$ cat src/hrss_pkg.sv
// ----------------------------------------------------------------------------
// hrss_pkg: shared types and constants of the halving ring step schedule
// Holds the phase and register codes, the command record that travels from
// the front end through the queue to the back end, and the step count helper.
// ----------------------------------------------------------------------------
package hrss_pkg;

  // Largest ring the schedule supports
  localparam logic [7:0] MAX_RANKS = 8'd128;

  // Phase codes of the op field
  localparam logic OP_REDUCE_SCATTER = 1'b0;
  localparam logic OP_ALL_GATHER     = 1'b1;

  // Configuration register indexes
  localparam logic CFG_RANK_COUNT = 1'b0;
  localparam logic CFG_MY_RANK    = 1'b1;

  // One classified request, ready for the back end to expand into slices
  typedef struct packed {
    logic       bad;         // rejected request, one flagged result
    logic [6:0] to_rank;
    logic [6:0] from_rank;
    logic [6:0] tx_slice;    // first tx slice of the run
    logic [6:0] rx_slice;    // first rx slice of the run
    logic [6:0] stride_mod;  // slice stride reduced modulo the ring size
    logic [7:0] rank_count;
    logic [6:0] count;       // results in the run, 1..64
    logic [2:0] step_count;
  } cmd_t;

  // Number of bits of r-1, saturated at 7 (zero for r of 0 or 1)
  function automatic logic [2:0] steps_of(input logic [7:0] r);
    logic [7:0] t;
    logic [3:0] n;
    t = (r == 8'd0) ? 8'd0 : r - 8'd1;
    n = 4'd0;
    for (int b = 0; b < 8; b++) begin
      if (t[b]) begin
        n = 4'(b + 1);
      end
    end
    steps_of = (n > 4'd7) ? 3'd7 : n[2:0];
  endfunction

endpackage

$ cat src/hrss_front.sv
// ----------------------------------------------------------------------------
// hrss_front: request classifier
// Checks a request against the ring configuration and works out peers,
// first slices, the reduced stride and the length of the run.
// ----------------------------------------------------------------------------
module hrss_front (
  input  logic                op_i,
  input  logic [2:0]          step_i,
  input  logic [7:0]          rank_count_i,
  input  logic [6:0]          my_rank_i,
  output hrss_pkg::cmd_t      cmd_o
);

  logic [2:0] steps;
  logic       bad;
  logic [2:0] shamt;
  logic [7:0] hop;
  logic [8:0] me_sub;
  logic [8:0] me_add;
  logic [8:0] me_dn;
  logic [8:0] me_up;
  logic [8:0] stride;
  logic [8:0] stride_mod;
  logic [8:0] span;
  logic [8:0] count;

  // Validate the request
  assign steps = hrss_pkg::steps_of(rank_count_i);
  assign bad   = (rank_count_i < 8'd2) || (rank_count_i > hrss_pkg::MAX_RANKS) ||
                 ({1'b0, my_rank_i} >= rank_count_i) || (step_i >= steps);

  // Pick the distance exponent of the phase
  always_comb begin
    unique case (op_i)
      hrss_pkg::OP_REDUCE_SCATTER: shamt = step_i;
      hrss_pkg::OP_ALL_GATHER:     shamt = steps - 3'd1 - step_i;
      default:                     shamt = step_i;
    endcase
  end

  // Neighbors at distance d on both sides of the ring
  assign hop    = 8'd1 << shamt;
  assign me_sub = {2'b00, my_rank_i} - {1'b0, hop};
  assign me_dn  = me_sub[8] ? me_sub + {1'b0, rank_count_i} : me_sub;
  assign me_add = {2'b00, my_rank_i} + {1'b0, hop};
  assign me_up  = (me_add >= {1'b0, rank_count_i}) ? me_add - {1'b0, rank_count_i}
                                                   : me_add;

  // Stride of 2d, reduced once since it stays below twice the ring size
  assign stride     = {hop, 1'b0};
  assign stride_mod = (stride >= {1'b0, rank_count_i}) ? stride - {1'b0, rank_count_i}
                                                       : stride;

  // Run length (R-1+d)/2d as a shift
  assign span  = {1'b0, rank_count_i} - 9'd1 + {1'b0, hop};
  assign count = span >> ({1'b0, shamt} + 4'd1);

  // Assemble the command
  always_comb begin
    cmd_o            = '0;
    cmd_o.bad        = bad;
    cmd_o.step_count = steps;
    cmd_o.rank_count = rank_count_i;
    cmd_o.stride_mod = stride_mod[6:0];
    if (bad) begin
      cmd_o.count = 7'd1;
    end else begin
      cmd_o.count = (count > 9'd64) ? 7'd64 : count[6:0];
      unique case (op_i)
        hrss_pkg::OP_REDUCE_SCATTER: begin
          cmd_o.to_rank   = me_dn[6:0];
          cmd_o.from_rank = me_up[6:0];
          cmd_o.tx_slice  = me_dn[6:0];
          cmd_o.rx_slice  = my_rank_i;
        end
        hrss_pkg::OP_ALL_GATHER: begin
          cmd_o.to_rank   = me_up[6:0];
          cmd_o.from_rank = me_dn[6:0];
          cmd_o.tx_slice  = my_rank_i;
          cmd_o.rx_slice  = me_dn[6:0];
        end
        default: begin
          cmd_o.to_rank   = me_dn[6:0];
          cmd_o.from_rank = me_up[6:0];
          cmd_o.tx_slice  = me_dn[6:0];
          cmd_o.rx_slice  = my_rank_i;
        end
      endcase
    end
  end

endmodule

$ cat src/hrss_queue.sv
// ----------------------------------------------------------------------------
// hrss_queue: command queue between front and back end
// Small register FIFO of classified commands.
// ----------------------------------------------------------------------------
module hrss_queue #(
  parameter int DEPTH = 2
) (
  input  logic           clk_i,
  input  logic           rst_ni,
  input  logic           push_i,
  input  hrss_pkg::cmd_t push_cmd_i,
  input  logic           pop_i,
  output hrss_pkg::cmd_t pop_cmd_o,
  output logic           full_o,
  output logic           empty_o
);

  localparam int PW = (DEPTH > 1) ? $clog2(DEPTH) : 1;
  localparam int CW = $clog2(DEPTH + 1);
  localparam logic [PW-1:0] LAST_SLOT = PW'(DEPTH - 1);
  localparam logic [CW-1:0] FULL_CNT  = CW'(DEPTH);

  hrss_pkg::cmd_t     mem_q [DEPTH];
  logic [PW-1:0]      wr_ptr_q, wr_ptr_d;
  logic [PW-1:0]      rd_ptr_q, rd_ptr_d;
  logic [CW-1:0]      cnt_q, cnt_d;

  assign full_o    = (cnt_q == FULL_CNT);
  assign empty_o   = (cnt_q == '0);
  assign pop_cmd_o = mem_q[rd_ptr_q];

  // Advance pointers and fill count
  always_comb begin
    wr_ptr_d = wr_ptr_q;
    rd_ptr_d = rd_ptr_q;
    cnt_d    = cnt_q;
    if (push_i) begin
      wr_ptr_d = (wr_ptr_q == LAST_SLOT) ? '0 : wr_ptr_q + PW'(1);
    end
    if (pop_i) begin
      rd_ptr_d = (rd_ptr_q == LAST_SLOT) ? '0 : rd_ptr_q + PW'(1);
    end
    if (push_i && !pop_i) begin
      cnt_d = cnt_q + CW'(1);
    end else if (pop_i && !push_i) begin
      cnt_d = cnt_q - CW'(1);
    end
  end

  always_ff @(posedge clk_i or negedge rst_ni) begin
    if (!rst_ni) begin
      wr_ptr_q <= '0;
      rd_ptr_q <= '0;
      cnt_q    <= '0;
    end else begin
      wr_ptr_q <= wr_ptr_d;
      rd_ptr_q <= rd_ptr_d;
      cnt_q    <= cnt_d;
    end
  end

  // Store the pushed command
  always_ff @(posedge clk_i) begin
    if (push_i) begin
      mem_q[wr_ptr_q] <= push_cmd_i;
    end
  end

endmodule

$ cat src/hrss_back.sv
// ----------------------------------------------------------------------------
// hrss_back: slice sequencer
// Expands one command into its run of results, one slice per unstalled cycle,
// straight from the output registers; loads the next command as the last one leaves.
// ----------------------------------------------------------------------------
module hrss_back (
  input  logic           clk_i,
  input  logic           rst_ni,
  input  logic           cmd_valid_i,
  input  hrss_pkg::cmd_t cmd_i,
  output logic           cmd_pop_o,
  output logic           out_valid_o,
  input  logic           out_stall_i,
  output logic [6:0]     to_rank_o,
  output logic [6:0]     from_rank_o,
  output logic [6:0]     tx_slice_o,
  output logic [6:0]     rx_slice_o,
  output logic [5:0]     slice_pos_o,
  output logic [2:0]     step_count_o,
  output logic           bad_request_o,
  output logic           last_o
);

  logic           busy_q, busy_d;
  hrss_pkg::cmd_t cur_q, cur_d;
  logic [5:0]     pos_q, pos_d;
  logic           last;
  logic           accept;
  logic           done;
  logic           load;

  // Step a slice index down by the stride, wrapping around the ring
  function automatic logic [6:0] ring_down(input logic [6:0] v, input logic [6:0] s,
                                           input logic [7:0] r);
    logic [7:0] d;
    d = {1'b0, v} - {1'b0, s};
    if (d[7]) begin
      d = d + r;
    end
    ring_down = d[6:0];
  endfunction

  assign last   = (({1'b0, pos_q} + 7'd1) == cur_q.count);
  assign accept = busy_q && !out_stall_i;
  assign done   = accept && last;
  assign load   = cmd_valid_i && (!busy_q || done);

  // Load a new run or advance the current one
  always_comb begin
    busy_d = busy_q;
    cur_d  = cur_q;
    pos_d  = pos_q;
    if (load) begin
      busy_d = 1'b1;
      cur_d  = cmd_i;
      pos_d  = '0;
    end else if (done) begin
      busy_d = 1'b0;
    end else if (accept) begin
      cur_d.tx_slice = ring_down(cur_q.tx_slice, cur_q.stride_mod, cur_q.rank_count);
      cur_d.rx_slice = ring_down(cur_q.rx_slice, cur_q.stride_mod, cur_q.rank_count);
      pos_d          = pos_q + 6'd1;
    end
  end

  always_ff @(posedge clk_i or negedge rst_ni) begin
    if (!rst_ni) begin
      busy_q <= 1'b0;
    end else begin
      busy_q <= busy_d;
    end
  end

  always_ff @(posedge clk_i) begin
    cur_q <= cur_d;
    pos_q <= pos_d;
  end

  // Drive the result from the run registers
  assign cmd_pop_o     = load;
  assign out_valid_o   = busy_q;
  assign to_rank_o     = cur_q.to_rank;
  assign from_rank_o   = cur_q.from_rank;
  assign tx_slice_o    = cur_q.tx_slice;
  assign rx_slice_o    = cur_q.rx_slice;
  assign slice_pos_o   = pos_q;
  assign step_count_o  = cur_q.step_count;
  assign bad_request_o = cur_q.bad;
  assign last_o        = last;

endmodule

$ cat src/halving_ring_step_schedule_core.sv
// ----------------------------------------------------------------------------
// halving_ring_step_schedule_core: distance-halving ring all-reduce schedule
// Turns a (phase, step) request into the run of slice transfers of that step.
//
//   channel | direction | handshake               | payload
//   --------+-----------+-------------------------+------------------------------
//   in      | input     | in_valid_i / in_stall_o | op_i, step_i
//   out     | output    | out_valid_o/out_stall_i | to_rank_o .. last_o
//   cfg     | input     | cfg_we_i                | cfg_idx_i, cfg_data_i
//
// A request is classified in the cycle it is accepted and queued; it is taken
// while the queue has room. The back end emits one result per cycle while
// out_stall_i is low, so a request occupies it for its run length of (R-1+d)/2d
// results (1 to 64; one for a rejected request), with no gap between runs. Output
// stall holds the current result; input stall rises only when the queue is full.
// Reset sets rank_count to 2 and my_rank to 0 and empties queue and sequencer.
// ----------------------------------------------------------------------------
module halving_ring_step_schedule_core #(
  parameter int QUEUE_DEPTH = 2
) (
  input  logic       clk_i,
  input  logic       rst_ni,
  input  logic       cfg_we_i,
  input  logic       cfg_idx_i,
  input  logic [7:0] cfg_data_i,
  input  logic       in_valid_i,
  output logic       in_stall_o,
  input  logic       op_i,
  input  logic [2:0] step_i,
  output logic       out_valid_o,
  input  logic       out_stall_i,
  output logic [6:0] to_rank_o,
  output logic [6:0] from_rank_o,
  output logic [6:0] tx_slice_o,
  output logic [6:0] rx_slice_o,
  output logic [5:0] slice_pos_o,
  output logic [2:0] step_count_o,
  output logic       bad_request_o,
  output logic       last_o
);

  logic [7:0]     rank_count_q;
  logic [6:0]     my_rank_q;
  hrss_pkg::cmd_t front_cmd;
  hrss_pkg::cmd_t queue_cmd;
  logic           q_full;
  logic           q_empty;
  logic           q_pop;
  logic           push;

  // Configuration registers
  always_ff @(posedge clk_i or negedge rst_ni) begin
    if (!rst_ni) begin
      rank_count_q <= 8'd2;
      my_rank_q    <= 7'd0;
    end else if (cfg_we_i) begin
      unique case (cfg_idx_i)
        hrss_pkg::CFG_RANK_COUNT: rank_count_q <= cfg_data_i;
        hrss_pkg::CFG_MY_RANK:    my_rank_q    <= cfg_data_i[6:0];
        default:                  rank_count_q <= rank_count_q;
      endcase
    end
  end

  // Classify the incoming request
  hrss_front u_front (
    .op_i         (op_i),
    .step_i       (step_i),
    .rank_count_i (rank_count_q),
    .my_rank_i    (my_rank_q),
    .cmd_o        (front_cmd)
  );

  assign push       = in_valid_i && !q_full;
  assign in_stall_o = q_full;

  // Decouple front and back
  hrss_queue #(
    .DEPTH (QUEUE_DEPTH)
  ) u_queue (
    .clk_i      (clk_i),
    .rst_ni     (rst_ni),
    .push_i     (push),
    .push_cmd_i (front_cmd),
    .pop_i      (q_pop),
    .pop_cmd_o  (queue_cmd),
    .full_o     (q_full),
    .empty_o    (q_empty)
  );

  // Expand commands into slice results
  hrss_back u_back (
    .clk_i         (clk_i),
    .rst_ni        (rst_ni),
    .cmd_valid_i   (!q_empty),
    .cmd_i         (queue_cmd),
    .cmd_pop_o     (q_pop),
    .out_valid_o   (out_valid_o),
    .out_stall_i   (out_stall_i),
    .to_rank_o     (to_rank_o),
    .from_rank_o   (from_rank_o),
    .tx_slice_o    (tx_slice_o),
    .rx_slice_o    (rx_slice_o),
    .slice_pos_o   (slice_pos_o),
    .step_count_o  (step_count_o),
    .bad_request_o (bad_request_o),
    .last_o        (last_o)
  );

  // A rejected request is a single result at position zero
  a_bad_single: assert property (@(posedge clk_i) disable iff (!rst_ni)
    (out_valid_o && bad_request_o) |-> (last_o && (slice_pos_o == 6'd0)))
    else $error("rejected request not a single result");

  // Within a run the position counts up by one per taken result
  a_pos_advance: assert property (@(posedge clk_i) disable iff (!rst_ni)
    (out_valid_o && !out_stall_i && !last_o) |=>
      (out_valid_o && (slice_pos_o == $past(slice_pos_o) + 6'd1)))
    else $error("slice position did not advance");

  // Slices of an accepted request stay inside the ring
  a_slice_range: assert property (@(posedge clk_i) disable iff (!rst_ni)
    (out_valid_o && !bad_request_o) |->
      (({1'b0, tx_slice_o} < rank_count_q) && ({1'b0, rx_slice_o} < rank_count_q)))
    else $error("slice index outside the ring");

  // Never pop a command while the queue is empty
  a_no_pop_empty: assert property (@(posedge clk_i) disable iff (!rst_ni)
    q_empty |-> !q_pop)
    else $error("pop from empty queue");

endmodule
$ cat config.mk
export PLATFORM = sky130hd
export DESIGN_NAME = halving_ring_step_schedule_core
export DESIGN_NICKNAME = d
export VERILOG_FILES = /design/src/hrss_pkg.sv /design/src/hrss_front.sv /design/src/hrss_queue.sv /design/src/hrss_back.sv /design/src/halving_ring_step_schedule_core.sv
export SDC_FILE = /design/constraint.sdc
export NUM_CORES = 1
export LEC_CHECK = 0
export BUFFER_PORTS_ARGS = -buffer_cell sky130_fd_sc_hd__buf_2
export CORE_ASPECT_RATIO = 1.25
export CORE_UTILIZATION = 40
export CTS_CLUSTER_DIAMETER = 40
export DETAILED_ROUTE_END_ITERATION = 7
export PLACE_DENSITY = 0.63
export SETUP_SLACK_MARGIN = 0.4
export SLEW_MARGIN = 20
export SYNTH_ARGS = -nofsm -noshare
export SYNTH_HDL_FRONTEND = slang
export SYNTH_SLANG_ARGS = --single-unit
export TNS_END_PERCENT = 100
$ cat constraint.sdc
create_clock -name clk_i -period 9.9 [get_ports clk_i]
set_input_delay 1.98 -clock clk_i [delete_from_list [all_inputs] [get_ports clk_i]]
set_output_delay 1.98 -clock clk_i [all_outputs]
set_load 0.02 [all_outputs]
==> results.txt <==
----------------------------------------------------
[Outcome]
  Status ... finished clean

[Pwr]
  Leakage power total ... 5.10 nW
  Total power divided by cell area ... 306 nW/um^2
  Total power after layout ... 3.87 mW
  Maximum ir drop on the vdd rail ... 0.000127 V

[Drt]
  First-pass DRT Iterations ... 7
  Drc violations ... 0
  Total via count after detailed routing ... 7,640
  Via-to-Cell Ratio ... 5.41
  Total length of routed wires ... 25,500 um
  Drt first-iter violations ... 392
  Average routed wire per standard cell ... 18.1 um
  Number of nets still failing antenna checks after routing ... 0

[Floorplan]
  Number of ports placed on the die boundary ... 59
  Die boundary width ... 155 um
  Core region area ... 28,500 um^2
  Floorplan row count ... 69
  Full die area ... 29,800 um^2
  Die height ... 193 um
  Initial Utilization ... 0.409

[Synthesis]
  Share of the yosys chip area belonging to registers ... 0.464
  Total of flip-flops plus latches after synthesis ... 185
  Primary FF master, synth ... edfxtp_1
  Total number of yosys warnings ... 0
  Number of distinct library cells after synthesis ... 84
  Post-synth EDFFs ... 159
  Synthesized area divided by synthesized cell count ... 11.4 um^2
  Asr flop ratio synth ... 0.108
  Cell Area, Synth ... 11,600 um^2
  Post-Synthesis Cells ... 1,021
  Nets in the synthesized netlist ... 1,137

[Critical path]
  Worst R2R Start ... rank_count_q[1]
  Worst Path Arrival ... 8.11 ns
  Worst reg2reg endpoint ... u_queue.mem_q[0][39]
  Peak fanout along the critical path ... 11
  Critical path class ... reg -> reg
  Setup slack on the worst flop-to-flop path ... 2.05 ns
  Required time at the worst-slack endpoint ... 10.16 ns
  Launch point of the critical path ... rank_count_q[1]
  R2R cell count ... 26
  Setup crit start kind ... register
  Type of element capturing the critical path ... register

[Clock network]
  Worst-skew pair later-pin latency ... 0.43 ns
  Post-cts resize count ... 0
  Number of sinks handled by clock tree synthesis ... 185
  CTS max path bufs ... 2
  Hold_buf cts ... 0
  Max H-tree Level ... 4
  Master cell of the clock root buffer ... clkbuf_16
  TritonCTS clock tree ... done
  Post-CTS Setup Repair Bufs ... 0
  Number of clock buffers inserted by TritonCTS ... 17
  Clock Pin Slew Worst Setup and Hold Paths ... 0.07 ns

[Timing]
  Final Hold Fails ... 0
  Slew headroom ... 0.305
  Count of final setup violators ... 0
  Final Slew Violations ... 0
  Maximum frequency from static timing analysis ... 0.127 GHz
  Slew at the pin closest to its max-slew limit ... 1.03 ns
  Share of the clock period used by the worst path ... 0.793
  Setup repair after global routing missed its margin ... no
  Fin Setup TNS ... 0 ns
  Maximum clock skew at final layout ... 0.0122 ns
  Final worst path period need ... 7.85 ns

[Hold path]
  Min-delay src ... u_queue.cnt_q[1]
  End point of the most critical hold path ... u_queue.cnt_q[1]
  HP Class ... reg -> reg
  WHS Path Cells ... 1

[Cells and area]
  Multi-input gate area ... 5530 um^2
  Share of layout cells above drive strength 1 ... 0.166
  Net count of the finished layout ... 1,160
  Synth-to-Final Area Change ... 8.73%
  Design area ... 12,700 um^2
  FF/Latch Area ... 5400 um^2
  Layout filler cell count ... 2,644
  Count of inserted antenna diode cells ... 0

[Global routing]
  Aggregate global routing overflow ... 0
  Antenna violations before repair ... 0
  Overall global routing resource usage ... 0.177
  Pin count of the biggest net entering global routing ... 55
  Wire length of the first global-routing pass ... 40,000 um
  Via count of the first global-routing pass ... 7,611

[Place]
  Last weighted congestion value of the routability-driven placer ... 0.919
  Placed inst area ... 12,100 um^2
  Placed wire-length estimate after detailed placement ... 18,900 um
  Number of buffers added on ports ... 58

[Flow run]
  Max-cap viol count ... 0

----------------------------------------------------
==> worst max path at each step <==
stage | depth (start not counted) | endpoint | slack [ns]
final | 26 | u_queue.mem_q[0][39] | 2.05
after global routing | 28 | u_queue.mem_q[0][46] | 1.42
after CTS | 26 | u_queue.mem_q[0][39] | 2.12
after detailed placement | 26 | u_queue.mem_q[0][39] | 2.17
after global placement | 26 | u_queue.mem_q[0][39] | 2.40
after floorplan | 32 | u_queue.mem_q[0][46] | 3.04
==> through the flow <==
step	hold WS (ns)	worst slack, ns	cells	utilization
final	0.510	2.05	1412	0.444
after global routing	0.536	1.42	1412	0.444
after CTS	0.511	2.12	1412	0.444
after detailed placement	0.501	2.17	1380	0.423
after global placement	0.480	2.40	1380	0.423
after floorplan	0.461	3.04	1021	-
==> layout by cell type (no fill, tap or decap), types with 9 or more instances in the layout <==
master,instances
ha_1,88
xnor2_1,44
xor2_1,19
clkbuf_16,17
o21ai_0,47
nor3_1,19
mux2_2,53
fa_1,10
o21a_1,9
mux2i_1,51
buf_2,58
nand3_1,13
nor2_1,51
dfrtp_1,18
inv_1,91
a21boi_0,10
nand2b_1,11
edfxtp_1,159
nand2_1,44
a21o_1,19
a211oi_1,11
a21oi_1,53
nor2b_1,15
==> Yosys cell counts (3+ instances only) <==
master / instances / share of area
nor3b_1: 3 / 0.0019
nor2_1: 52 / 0.017
mux2i_1: 51 / 0.044
or2_2: 5 / 0.0027
dfrtp_1: 19 / 0.041
buf_2: 8 / 0.0034
mux2_2: 53 / 0.051
o41ai_1: 3 / 0.0023
inv_1: 91 / 0.029
dfxtp_1: 6 / 0.010
fa_1: 10 / 0.017
a21boi_0: 10 / 0.0065
nor2b_1: 15 / 0.0081
ha_1: 88 / 0.095
o21ai_0: 47 / 0.020
o211ai_1: 7 / 0.0045
o21a_1: 9 / 0.0058
o31ai_1: 4 / 0.0026
nor3_1: 19 / 0.0082
clkbuf_1: 18 / 0.0058
a2111oi_0: 4 / 0.0030
nand2_1: 44 / 0.014
or4_1: 3 / 0.0019
xnor2_1: 44 / 0.033
nand3_1: 13 / 0.0056
a21o_1: 19 / 0.012
nand2b_1: 11 / 0.0059
and2_1: 4 / 0.0021
xor2_1: 19 / 0.014
nand4_1: 5 / 0.0027
a211oi_1: 11 / 0.0071
edfxtp_1: 159 / 0.41
o211a_1: 3 / 0.0026
a21oi_1: 53 / 0.023
a31oi_1: 8 / 0.0043
or3_1: 5 / 0.0027
and3_1: 4 / 0.0021
a22o_1: 3 / 0.0023
o21bai_1: 7 / 0.0045
buf_4: 31 / 0.020
==> sequential cells by signal, summed over array words and instances, names as in the netlist <==
register and flops:
rank_count_q 8, u_queue.wr_ptr_q 1, u_back.tx_slice_o 7, u_back.from_rank_o 7, u_back.to_rank_o 7, u_back.bad_request_o 1, u_queue.mem_q 106, u_queue.cnt_q 2
u_back.cur_q 21, u_back.slice_pos_o 6, u_back.rx_slice_o 7, u_queue.rd_ptr_q 1, u_back.step_count_o 3, u_back.out_valid_o 1, my_rank_q 7
==> logic make-up (layout without fill, tap and decap cells) <==
group	after synthesis	in the layout	synth area share
AOI/OAI and AO/OA	219	219	0.128
xor gates and xnor gates	65	65	0.0502
adders and majority gates	99	99	0.113
buffers and inverters	152	188	0.0619
DFF	185	185	0.464
muxes	107	107	0.0992
and+or+nand+nor	194	194	0.0841
==> worst max-delay path: stages, from the launching register on <==
cell and delay [ns]:
dfstp_2 0.45, inv_1 0.34, ha_1 0.41, nor4b_2 0.38, nand2_1 0.12, o221a_1 0.25, a221oi_1 0.39, maj3_1 0.24
a32oi_1 0.05, o22a_1 0.24, ha_1 0.19, inv_1 0.08, fa_1 0.46, and3b_1 0.30, a22oi_1 0.54, inv_1 0.19
ha_1 0.25, nor2b_1 0.13, a2111oi_1 0.57, xor2_1 0.27, ha_1 0.33, a21oi_1 0.15, o21ai_0 0.11, a21oi_1 0.33
and3_1 0.33, mux2_2 0.39, a21boi_1 0.19
==> per-layer routing <==
layer / up-vias / track usage / share of wire
met5: - / 0 / 0
met4: 0 / 0.0903 / 0.040
met1: 3708 / 0.204 / 0.42
met2: 156 / 0.318 / 0.51
met3: 50 / 0.0267 / 0.030
li1: 3726 / - / -
==> layout make-up <==
class	count	area share
clock buffer	19	0.0342
clock inverter	13	0.0132
inverter	92	0.0273
multi-input combinational	684	0.437
sequential	185	0.427
tap	355	0.0351
timing repair buffer	64	0.0265
==> power breakdown <==
group	switching (mW)	internal [mW]	leakage, nW
registers	0.103	1.16	1.77
logic	1.10	0.808	3.04
clock network	0.295	0.401	0.294
total	1.50	2.37	5.10
Power figures use the tool's default switching activity.
